--- src/sv/gdsd_pkg.sv ---
`default_nettype none

package gdsd_pkg;

    localparam int AXIS_NUM = 3;
    localparam int AXIS_W   = 2;
    localparam int CMD_W    = 2;
    localparam int VAL_W    = 16;
    localparam int CNT_W    = 6;
    localparam int THR_W    = 9;
    localparam int TICK_W   = 15;
    localparam int CFG_W    = 15;

    // register indexes of the configuration port
    localparam logic CFG_DELTA_THRESHOLD = 1'b0;
    localparam logic CFG_TIMEOUT_TICKS   = 1'b1;

    localparam logic [THR_W-1:0]  DELTA_THRESHOLD_RST = 9'd160;
    localparam logic [TICK_W-1:0] TIMEOUT_TICKS_RST   = 15'd10000;

    typedef enum logic [CMD_W-1:0] {
        CMD_SEED   = 2'd0,
        CMD_SAMPLE = 2'd1,
        CMD_TICK   = 2'd2
    } cmd_t;

    // strobes and data from the control path to one axis lane
    typedef struct packed {
        logic                    seed;
        logic                    sample;
        logic signed [VAL_W-1:0] value;
    } lane_cmd_t;

    // what one axis lane reports back for the item being applied
    typedef struct packed {
        logic             done;
        logic             closed;
        logic [VAL_W-1:0] range;
    } lane_stat_t;

endpackage

`default_nettype wire

--- src/sv/gdsd_axis_lane.sv ---
`default_nettype none

module gdsd_axis_lane
    import gdsd_pkg::*;
#(
    parameter int WINDOW_SIZE = 50
)
(
    input  wire logic             clk,
    input  wire logic             rst_n,
    input  wire lane_cmd_t        cmd,
    input  wire logic [THR_W-1:0] delta_threshold,
    output      lane_stat_t       stat
);

    localparam logic [CNT_W-1:0] WIN_FULL = CNT_W'(WINDOW_SIZE);

    logic signed [VAL_W-1:0] min_reg, min_next;
    logic signed [VAL_W-1:0] max_reg, max_next;
    logic [CNT_W-1:0]        count_reg, count_next;
    logic                    done_reg, done_next;

    logic                    win_full;
    logic                    active;
    logic [VAL_W:0]          diff;
    logic [VAL_W-1:0]        range;
    logic                    settle;
    logic signed [VAL_W-1:0] base_min, base_max;
    logic [CNT_W-1:0]        base_cnt;

    always_comb
    begin
        win_full = (count_reg == WIN_FULL);
        active   = cmd.sample && !done_reg;
        // max never drops below min, so the difference fits in 16 bits
        diff     = {max_reg[VAL_W-1], max_reg} - {min_reg[VAL_W-1], min_reg};
        range    = diff[VAL_W-1:0];
        settle   = (range != '0) && (range < VAL_W'(delta_threshold));

        // a full window restarts at the sample
        base_min = win_full ? cmd.value : min_reg;
        base_max = win_full ? cmd.value : max_reg;
        base_cnt = win_full ? '0 : count_reg;

        min_next   = min_reg;
        max_next   = max_reg;
        count_next = count_reg;
        done_next  = done_reg;

        if (cmd.seed)
        begin
            min_next   = cmd.value;
            max_next   = cmd.value;
            count_next = '0;
            done_next  = 1'b0;
        end
        else if (active)
        begin
            min_next   = (cmd.value < base_min) ? cmd.value : base_min;
            max_next   = (cmd.value > base_max) ? cmd.value : base_max;
            count_next = base_cnt + CNT_W'(1);
            if (win_full && settle)
            begin
                done_next = 1'b1;
            end
        end

        stat.done   = done_next;
        stat.closed = active && win_full;
        stat.range  = (active && win_full) ? range : '0;
    end

    always_ff @(posedge clk or negedge rst_n)
    begin
        if (!rst_n)
        begin
            min_reg   <= '0;
            max_reg   <= '0;
            count_reg <= '0;
            done_reg  <= 1'b0;
        end
        else
        begin
            min_reg   <= min_next;
            max_reg   <= max_next;
            count_reg <= count_next;
            done_reg  <= done_next;
        end
    end

endmodule

`default_nettype wire

--- src/sv/gyro_drift_settle_detector_core.sv ---
// Three-axis gyro drift settle detector. Seed, sample and tick transfers enter on the
// s_axis side and each one yields exactly one status transfer on the m_axis side, in
// order. An accepted transfer is held in the input register, is applied to the
// per-axis min/max/count state and the run control as it leaves that register, and its
// status lands in the result register at the same clock edge; m_axis_tvalid comes
// from the result register. A new transfer is accepted every cycle while the result
// side keeps up. The rate is set by the read-modify-write of the axis state: each
// lane does one 17-bit subtract, one threshold compare and two min/max compares per
// transfer. A stalled result side holds the input register and then s_axis_tready.
// Configuration writes take effect at once and are meant for times when no transfer
// is in flight.
`default_nettype none

module gyro_drift_settle_detector_core
    import gdsd_pkg::*;
#(
    parameter int WINDOW_SIZE = 50
)
(
    input  wire logic        clk,
    input  wire logic        rst_n,

    // configuration writes
    input  wire logic        cfg_we,
    input  wire logic        cfg_index,
    input  wire logic [14:0] cfg_wdata,

    // input stream
    input  wire logic        s_axis_tvalid,
    output      logic        s_axis_tready,
    input  wire logic [15:0] s_axis_tdata,  // drift_value
    input  wire logic [3:0]  s_axis_tuser,  // command, axis

    // result stream
    output      logic        m_axis_tvalid,
    input  wire logic        m_axis_tready,
    output      logic [23:0] m_axis_tdata,  // done_x, done_y, done_z, all_done,
                                            // timed_out, window_range, zero pad
    output      logic        m_axis_tuser   // window_closed
);

    // configuration registers
    logic [THR_W-1:0]  threshold_reg;
    logic [TICK_W-1:0] timeout_ticks_reg;

    // input register
    logic                    in_valid_reg;
    logic [CMD_W-1:0]        in_cmd_reg;
    logic [AXIS_W-1:0]       in_axis_reg;
    logic signed [VAL_W-1:0] in_value_reg;

    // run control
    logic              run_active_reg, run_active_next;
    logic              timeout_reg, timeout_next;
    logic [TICK_W-1:0] elapsed_reg, elapsed_next;
    logic [TICK_W-1:0] elapsed_inc;

    // result register
    logic                out_valid_reg;
    logic [AXIS_NUM-1:0] out_done_reg;
    logic                out_all_reg;
    logic                out_timeout_reg;
    logic                out_closed_reg;
    logic [VAL_W-1:0]    out_range_reg;

    logic                advance;
    cmd_t                cmd;
    lane_cmd_t           lane_cmd  [AXIS_NUM];
    lane_stat_t          lane_stat [AXIS_NUM];
    logic [AXIS_NUM-1:0] done_vec;
    logic                all_next;
    logic                closed_any;
    logic [VAL_W-1:0]    range_any;

    // the item in the input register moves on when the result slot is free or draining
    assign advance       = in_valid_reg && (!out_valid_reg || m_axis_tready);
    assign s_axis_tready = !in_valid_reg || advance;
    assign cmd           = cmd_t'(in_cmd_reg);

    always_ff @(posedge clk or negedge rst_n)
    begin
        if (!rst_n)
        begin
            threshold_reg     <= DELTA_THRESHOLD_RST;
            timeout_ticks_reg <= TIMEOUT_TICKS_RST;
        end
        else if (cfg_we)
        begin
            unique case (cfg_index)
                CFG_DELTA_THRESHOLD: threshold_reg     <= cfg_wdata[THR_W-1:0];
                CFG_TIMEOUT_TICKS:   timeout_ticks_reg <= cfg_wdata[TICK_W-1:0];
                default:             ;
            endcase
        end
    end

    always_ff @(posedge clk or negedge rst_n)
    begin
        if (!rst_n)
        begin
            in_valid_reg <= 1'b0;
        end
        else if (s_axis_tready)
        begin
            in_valid_reg <= s_axis_tvalid;
        end
    end

    always_ff @(posedge clk)
    begin
        if (s_axis_tready && s_axis_tvalid)
        begin
            in_cmd_reg   <= s_axis_tuser[1:0];
            in_axis_reg  <= s_axis_tuser[3:2];
            in_value_reg <= s_axis_tdata;
        end
    end

    // one lane per axis; the strobes fire only in the cycle the item is applied
    for (genvar i = 0; i < AXIS_NUM; i++)
    begin : g_lane
        always_comb
        begin
            lane_cmd[i].seed   = advance && (cmd == CMD_SEED)
                                 && (in_axis_reg == AXIS_W'(i));
            lane_cmd[i].sample = advance && (cmd == CMD_SAMPLE) && run_active_reg
                                 && (in_axis_reg == AXIS_W'(i));
            lane_cmd[i].value  = in_value_reg;
        end

        gdsd_axis_lane #(
            .WINDOW_SIZE (WINDOW_SIZE)
        ) u_lane (
            .clk             (clk),
            .rst_n           (rst_n),
            .cmd             (lane_cmd[i]),
            .delta_threshold (threshold_reg),
            .stat            (lane_stat[i])
        );

        assign done_vec[i] = lane_stat[i].done;
    end

    always_comb
    begin
        all_next   = &done_vec;
        closed_any = 1'b0;
        range_any  = '0;
        // at most one lane is active, the others report zero
        for (int i = 0; i < AXIS_NUM; i++)
        begin
            closed_any = closed_any | lane_stat[i].closed;
            range_any  = range_any  | lane_stat[i].range;
        end

        // saturating elapsed count
        elapsed_inc = (elapsed_reg != '1) ? (elapsed_reg + TICK_W'(1)) : elapsed_reg;

        run_active_next = run_active_reg;
        timeout_next    = timeout_reg;
        elapsed_next    = elapsed_reg;

        if (advance)
        begin
            unique case (cmd)
                CMD_SEED:
                begin
                    if (in_axis_reg < AXIS_W'(AXIS_NUM))
                    begin
                        run_active_next = 1'b1;
                        timeout_next    = 1'b0;
                        elapsed_next    = '0;
                    end
                end
                CMD_SAMPLE:
                begin
                    // run ends once every axis has settled
                    if (run_active_reg && (in_axis_reg < AXIS_W'(AXIS_NUM)))
                    begin
                        run_active_next = !all_next;
                    end
                end
                CMD_TICK:
                begin
                    if (run_active_reg)
                    begin
                        elapsed_next = elapsed_inc;
                        if (elapsed_inc >= timeout_ticks_reg)
                        begin
                            timeout_next    = 1'b1;
                            run_active_next = 1'b0;
                        end
                    end
                end
                default: ;  // unused command code, no state change
            endcase
        end
    end

    always_ff @(posedge clk or negedge rst_n)
    begin
        if (!rst_n)
        begin
            run_active_reg <= 1'b0;
            timeout_reg    <= 1'b0;
            elapsed_reg    <= '0;
            out_valid_reg  <= 1'b0;
        end
        else
        begin
            run_active_reg <= run_active_next;
            timeout_reg    <= timeout_next;
            elapsed_reg    <= elapsed_next;
            if (advance)
            begin
                out_valid_reg <= 1'b1;
            end
            else if (m_axis_tready)
            begin
                out_valid_reg <= 1'b0;
            end
        end
    end

    // result payload, status after the item is applied
    always_ff @(posedge clk)
    begin
        if (advance)
        begin
            out_done_reg    <= done_vec;
            out_all_reg     <= all_next;
            out_timeout_reg <= timeout_next;
            out_closed_reg  <= closed_any;
            out_range_reg   <= range_any;
        end
    end

    assign m_axis_tvalid = out_valid_reg;
    assign m_axis_tdata  = {3'b000, out_range_reg, out_timeout_reg, out_all_reg,
                            out_done_reg[2], out_done_reg[1], out_done_reg[0]};
    assign m_axis_tuser  = out_closed_reg;

endmodule

`default_nettype wire

--- config.mk ---
export PLATFORM = sky130hd
export DESIGN_NAME = gyro_drift_settle_detector_core
export DESIGN_NICKNAME = d
export VERILOG_FILES = /design/src/sv/gdsd_pkg.sv /design/src/sv/gdsd_axis_lane.sv /design/src/sv/gyro_drift_settle_detector_core.sv
export SDC_FILE = /design/constraint.sdc
export NUM_CORES = 1
export LEC_CHECK = 0
export ABC_CLOCK_PERIOD_IN_PS = 4300
export BUFFER_PORTS_ARGS = -buffer_cell sky130_fd_sc_hd__buf_2
export CELL_PAD_IN_SITES_DETAIL_PLACEMENT = 0
export CELL_PAD_IN_SITES_GLOBAL_PLACEMENT = 2
export CORE_AREA = 5 5 207 209
export CTS_BUF_LIST = sky130_fd_sc_hd__clkbuf_2 sky130_fd_sc_hd__clkbuf_4 sky130_fd_sc_hd__clkbuf_8
export CTS_CLUSTER_DIAMETER = 100
export CTS_CLUSTER_SIZE = 10
export DETAILED_ROUTE_END_ITERATION = 16
export DIE_AREA = 0 0 212 214
export GPL_TIMING_DRIVEN = 1
export PLACE_DENSITY = 0.83
export SLEW_MARGIN = 20
export SYNTH_ARGS = -nofsm -noshare
export SYNTH_HDL_FRONTEND = slang
export SYNTH_SLANG_ARGS = --single-unit
--- constraint.sdc ---
create_clock -name clk -period 4.3 [get_ports clk]
set_input_delay 0 -clock clk [delete_from_list [all_inputs] [get_ports clk]]
set_output_delay 0 -clock clk [all_outputs]
set_load 0.02 [all_outputs]
Word level (Yosys, flattened, before mapping) --
Cells that the tools add are included.
Operators by class: add/subtract/negate cells 7, $lt $le $gt $ge 11, equal/unequal tests 11, mux-type cells 61, bitwise operators 5, reduce and logical (&&, ||, !) cells 48
Operators by type and width (count):
- $mux W16 | 27
- $mux W6 | 9
- $gt A16 B16 Y1 | 3
- $lt A16 B16 Y1 | 3
- $lt A16 B9 Y1 | 3
- $reduce_bool A16 Y1 | 3
- $sub A16 B16 Y16 | 3
- $mux W15 | 3
- $or A16 B16 Y16 | 2
- $pmux W15 S2 | 1
- $logic_and A1 B1 Y1 | 24
- $mux W1 | 19
- $add A6 B1 Y6 const B | 3
- $eq A6 B6 Y1 const B | 3
- $add A15 B1 Y15 const B | 1
- $ge A15 B15 Y1 | 1
- $ne A15 B15 Y1 const B | 1
- $reduce_bool A2 Y1 | 5
- $reduce_and A4 Y1 | 2
- $logic_not A1 Y1 | 6
- $eq A2 B1 Y1 const B | 2
- $eq A2 B2 Y1 const B | 2
- $logic_not A2 Y1 | 2
- $ne A2 B1 Y1 const B | 2
- 10 further kinds | 13
Word-level totals: register bits 202, bits of input ports 41, output and inout port bits 27, word-level logic and storage cells 170

Depth between registers and ports, before layout --
depth after elaboration 13, gate-level depth with buffers 18, depth with buffers taken out 17

Modules after synthesis --
From an unflattened synthesis, not the netlist that was laid out.
Second synthesis, totals: cell total of the unflattened synthesis 1562, area total of the unflattened synthesis 15319.7 um2
Modules (own cells, without submodules):
- gyro_drift_settle_detector_core | instances 1, cells each 349, area each 4147.7 um2, seq. area each 2346.0 um2
- gdsd_axis_lane at g_lane[1].u_lane | instances 1, cells each 399, area each 3842.4 um2, seq. area each 975.9 um2
- gdsd_axis_lane at g_lane[0].u_lane | instances 1, cells each 408, area each 3711.1 um2, seq. area each 975.9 um2
- gdsd_axis_lane at g_lane[2].u_lane | instances 1, cells each 406, area each 3618.5 um2, seq. area each 975.9 um2

Worst setup path after synthesis --
Ideal clock, no wire load.
path kind reg2reg, start register g_lane[2].u_lane.count_reg[3], end register g_lane[2].u_lane.max_reg[10], data arrival time 4213 ps, required time 4175 ps, setup slack -37 ps, stages on the path, launching flop included 17, path buffers 3, period minus slack after synthesis 4337 ps, path through dfrtp_1 -> nor3_1 -> and4_1 -> clkbuf_1 -> buf_1 -> mux2i_1 -> ha_1 -> nor2b_1 -> o21a_1 -> o21a_1 -> o21a_1 -> o21a_1 -> o21ai_0 -> nand4_1 -> a31oi_1 -> buf_2 -> mux2_2
On the way: word-level cells in the longest chain between the ends 6
RTL lines:
- start: declaration | line gdsd_axis_lane.sv:20 | logic [CNT_W-1:0] count_reg, count_next;
- start signal: assignment | line gdsd_axis_lane.sv:86 | count_reg <= count_next;
- $eq A6 B6 Y1 (*) | line gdsd_axis_lane.sv:33 | win_full = (count_reg == WIN_FULL);
- $mux W16 (*) | line gdsd_axis_lane.sv:42 | base_max = win_full ? cmd.value : max_reg;
- $gt A16 B16 Y1 | line gdsd_axis_lane.sv:60 | max_next = (cmd.value > base_max) ? cmd.value : base_max;
- $mux W16 (*) | line gdsd_axis_lane.sv:60
- $mux W16 (*) | line gdsd_axis_lane.sv:57 | else if (active)
- $mux W16 (*) | line gdsd_axis_lane.sv:50 | if (cmd.seed)
- end signal: assignment | line gdsd_axis_lane.sv:85 | max_reg <= max_next;
- end: declaration | line gdsd_axis_lane.sv:19 | logic signed [VAL_W-1:0] max_reg, max_next;
Every way passes the cells marked *; elsewhere a longest branch is shown, timed or not. The select of a mux whose other input is x is not followed. A chain may end at the register's enable or synchronous reset.

Worst setup path after layout --
start register g_lane[1].u_lane.count_reg[2], end register g_lane[1].u_lane.max_reg[4]
On the way: word-level cells in the longest chain between the ends 6
RTL lines (line):
- start: declaration | gdsd_axis_lane.sv:20
- start signal: assignment | gdsd_axis_lane.sv:86
- $eq A6 B6 Y1 (*) | gdsd_axis_lane.sv:33
- $mux W16 (*) | gdsd_axis_lane.sv:42
- $gt A16 B16 Y1 | gdsd_axis_lane.sv:60
- $mux W16 (*) | gdsd_axis_lane.sv:60
- $mux W16 (*) | gdsd_axis_lane.sv:57
- $mux W16 (*) | gdsd_axis_lane.sv:50
- end signal: assignment | gdsd_axis_lane.sv:85
- end: declaration | gdsd_axis_lane.sv:19
Marks and branches as above.

==> impl_metrics.ini <==
[route]
dr_total_vias = 12360
detail-route-antenna-nets = 0
firstDrtPassIters = 7
routed_wirelength_um = 44090
wire_per_inst_um = 20.01
drtIter0Drc = 896
drc_errors = 0
detail_route.vias_per_cell = 5.609

[clock_tree]
cts_h_tree_depth = 1
cts.path.max_buffers = 3
numClockSinks = 202
clk_lat_worst_skew_ns = 0.58
cts_tree = built
clk_pin_slew_worst_paths_ns = 0.08
numCtsBuffers = 24
clock_root_buffer = sky130_fd_sc_hd__clkbuf_8

[yosys]
yosys_most_used_dff = sky130_fd_sc_hd__dfrtp_1
yosys.area.top_type_share_pct = 25.16
synth.yosys.seq_area_share_pct = 34.66
yosys_warnings = 0
yosys.area.top_type = sky130_fd_sc_hd__dfrtp_1
ys_types = 75
ys_seq_elements = 202
synthTopCellsByArea = sky130_fd_sc_hd__dfrtp_1, sky130_fd_sc_hd__ha_1, sky130_fd_sc_hd__edfxtp_1
syn_area_um2 = 15210
synth_async_sr_flop_share_pct = 79.21
synthesis.area_per_instance_um2 = 9.880
netlist_instances = 1540
synth-edff-count = 42

[critical_path]
worstReg2RegStart = g_lane[1].u_lane.count_reg[2]$_DFFE_PN0P_
critical_path.max_fanout = 11
cp_cell_sequence = nand4bb_1 > or2_2 > buf_4 > mux2i_1 > ha_1 > nand4_1 > nor3_1 > o21ai_0 > a211o_1 > a31oi_2 > buf_4 > mux2_2
timing.critical_path.from_type = flop
regToRegEndpoint = g_lane[1].u_lane.max_reg[4]$_DFFE_PN0P_
r2r_cells = 12
timing.critical_path.required_ns = 4.76
rrSetupSlack_ns = 0.20
worst_path_largest_cell_delay_ns = 0.52
cp_slowest_cell = sky130_fd_sc_hd__or2_2
timing_worst_setup_path_type = flop to flop
critical_path.most_common_cell = sky130_fd_sc_hd__buf_4
timing.critical_path.to_type = flop
crit_arrival_ns = 4.55

[sta]
finalCriticalPeriod_ns = 4.096
worst-slew-pin-transition_ns = 1.060
maxSlewHeadroom_pct = 29.35
fin_worst_skew_ns = 0.02852
tns_ns = 0
fmax_ghz = 0.2442
rsz0062_at_grt = false
drv_slew = 0
period_share_pct = 95.25
report.final.setup_viol = 0
hold_violations = 0

[floorplan]
floorplan.initialDensity_pct = 37.43
fp.dieArea_um2 = 45370
core_area_um2 = 40650
floorplan.die.width_um = 212
placementRows = 74
die_h_um = 214
top_level_ports = 68

[grt]
antenna_found_initial = 1
grt_max_degree = 161
grt_remaining_overflow = 0
grtUsageTotal_pct = 18.92
global_route_wire_length_before_repair_um = 69390
via_count_of_the_first_global_routing_pass = 12280

[worst_hold_path]
hold_start = cfg_we
whs_endpoint = threshold_reg[0]$_DFFE_PN0P_
min_path_cells = 4
hold_class = input port to flop

[flow_run]
max-cap-violations = 0

[pwr]
total_leakage_power_nw = 7.961
power.density_cell_area_nw_per_um2 = 602.1
ir_drop_v = 0.0003001

[final_layout]
ff_latch_area_um2 = 5274
final_cell_count_no_fill = 2204
nNetsFinal = 1885
drive_gt1_share_pct = 16.34
filler_cell_count = 3975
multiInputGateArea_um2 = 9323
area_growth_syn_to_layout_pct = 13.64

[placed_design]
post_dp_hpwl_um = 32420
port_buffers = 64
place_congestion = 0.8706
place.detailed.instances = 2106

[run_status]
run_status = finished, final reports clean
timing repair:
| item | 4_1_cts | 5_1_grt |
|---|---|---|
| hold endpoints to repair | 199 | 0 |
| buffers inserted | 0 | 0 |
| gates resized for setup | 0 | 3 |
| endpoints found under the setup margin | 0 | 3 |
| hold buffers | 56 | 0 |
worst max-delay path, delay by kind of cell (launching register included):
| family | cells | cell delay [ns] |
|---|---|---|
| buf+inv | 2 | 0.50 |
| flops | 1 | 0.43 |
| fa+ha+maj | 1 | 0.36 |
| mux | 2 | 0.49 |
| simple gates | 4 | 1.38 |
| compound gates | 3 | 0.82 |
kinds of logic (layout without fill, tap and decap cells):
| kind of cell | Yosys count | in the layout | synth area share, % |
|---|---|---|---|
| xor+xnor | 50 | 50 | 2.878 |
| other cells | 1 | 4 | 0.02465 |
| mux | 190 | 190 | 13.28 |
| compound gates | 368 | 368 | 16.36 |
| fa+ha+maj | 188 | 188 | 15.61 |
| simple gates | 372 | 372 | 12.85 |
| buf+inv | 169 | 298 | 4.334 |
| flops | 202 | 202 | 34.66 |
worst max path at each step:
stage | slack [ns] | cells after the start | from | end
2_1_floorplan | 0.15 | 13 | g_lane[2].u_lane.count_reg[3]$_DFFE_PN0P_ | g_lane[2].u_lane.max_reg[10]$_DFFE_PN0P_
3_3_place_gp | 0.21 | 15 | g_lane[1].u_lane.min_reg[1]$_DFFE_PN0P_ | out_all_reg$_DFFE_PP_
3_5_place_dp | 0.15 | 15 | g_lane[1].u_lane.min_reg[1]$_DFFE_PN0P_ | out_all_reg$_DFFE_PP_
4_1_cts | 0.11 | 15 | g_lane[1].u_lane.min_reg[1]$_DFFE_PN0P_ | out_all_reg$_DFFE_PP_
5_1_grt | 0.05 | 16 | elapsed_reg[6]$_DFFE_PN0P_ | run_active_reg$_DFFE_PN0P_
6_report | 0.20 | 12 | g_lane[1].u_lane.count_reg[2]$_DFFE_PN0P_ | g_lane[1].u_lane.max_reg[4]$_DFFE_PN0P_
metrics by stage:
stage	hold slack (ns)	utilization [%]	total power, mW	cell area [um^2]	setup WS (ns)
after detailed placement	0.1786	39.96	8.911	16240	0.1497
after floorplan	-0.2956	-	7.328	15220	0.1522
after global placement	0.1760	39.96	8.814	16240	0.2110
after global routing	0.05780	42.54	11.42	17290	0.04622
after CTS	0.02134	42.48	10.43	17270	0.1085
final	0.06428	42.54	10.41	17290	0.2044
power breakdown:
part,switching (mW),internal (mW)
combinational,3.45,2.70
sequential,0.440,2.41
clock,0.743,0.667
total,4.64,5.77
area by class of cell:
| type | instances | area share [%] |
|---|---|---|
| multi-input cells | 1171 | 53.92 |
| clock inverters | 1 | 0.05065 |
| clock buffers | 40 | 2.641 |
| well taps | 532 | 3.850 |
| repair buffers | 159 | 6.896 |
| flip-flops and latches | 202 | 30.50 |
| inverters | 98 | 2.128 |
| diodes | 1 | 0.01447 |
Yosys cell counts (45+ instances only):
cell / instances
sky130_fd_sc_hd__clkbuf_1: 54
sky130_fd_sc_hd__ha_1: 185
sky130_fd_sc_hd__nor2_1: 81
sky130_fd_sc_hd__mux2_2: 95
sky130_fd_sc_hd__nand3_1: 45
sky130_fd_sc_hd__a21oi_1: 65
sky130_fd_sc_hd__mux2i_1: 95
sky130_fd_sc_hd__nand2_1: 77
sky130_fd_sc_hd__o21ai_0: 84
sky130_fd_sc_hd__inv_1: 98
sky130_fd_sc_hd__dfrtp_1: 153
metal layers:
layer  track usage (%)  wire [um]  vias up
li1                  -          -     5943
met1             27.33      21070     6074
met2             30.40      20130      287
met3             2.458       2039       58
met4             4.015        858        0
met5                 0          0        -
placed cells by master (no fill, tap or decap), types with 7 or more instances in the layout:
cell type,n
sky130_fd_sc_hd__ha_1,185
sky130_fd_sc_hd__dfrtp_1,153
sky130_fd_sc_hd__inv_1,98
sky130_fd_sc_hd__mux2i_1,95
sky130_fd_sc_hd__mux2_2,95
sky130_fd_sc_hd__o21ai_0,84
sky130_fd_sc_hd__nor2_1,81
sky130_fd_sc_hd__nand2_1,77
sky130_fd_sc_hd__a21oi_1,65
sky130_fd_sc_hd__buf_2,63
sky130_fd_sc_hd__dlygate4sd3_1,56
sky130_fd_sc_hd__nand3_1,45
sky130_fd_sc_hd__nand4_1,42
sky130_fd_sc_hd__edfxtp_1,42
sky130_fd_sc_hd__buf_4,38
sky130_fd_sc_hd__a21o_1,35
sky130_fd_sc_hd__o21a_1,33
sky130_fd_sc_hd__xnor2_1,25
sky130_fd_sc_hd__xor2_1,25
sky130_fd_sc_hd__o211ai_1,25
sky130_fd_sc_hd__clkbuf_8,25
sky130_fd_sc_hd__nand2b_1,20
sky130_fd_sc_hd__a22oi_1,20
sky130_fd_sc_hd__nor2b_1,18
sky130_fd_sc_hd__nor3_1,15
sky130_fd_sc_hd__clkbuf_4,15
sky130_fd_sc_hd__and2_1,13
sky130_fd_sc_hd__a31oi_1,11
sky130_fd_sc_hd__and4_1,9
sky130_fd_sc_hd__a211oi_1,9
sky130_fd_sc_hd__a22o_1,8
sky130_fd_sc_hd__o31ai_1,8
sky130_fd_sc_hd__or2_2,7
sky130_fd_sc_hd__or3_1,7
sky130_fd_sc_hd__and3_1,7
sky130_fd_sc_hd__dfstp_2,7
No activity file was read; power rests on OpenSTA's default activity.
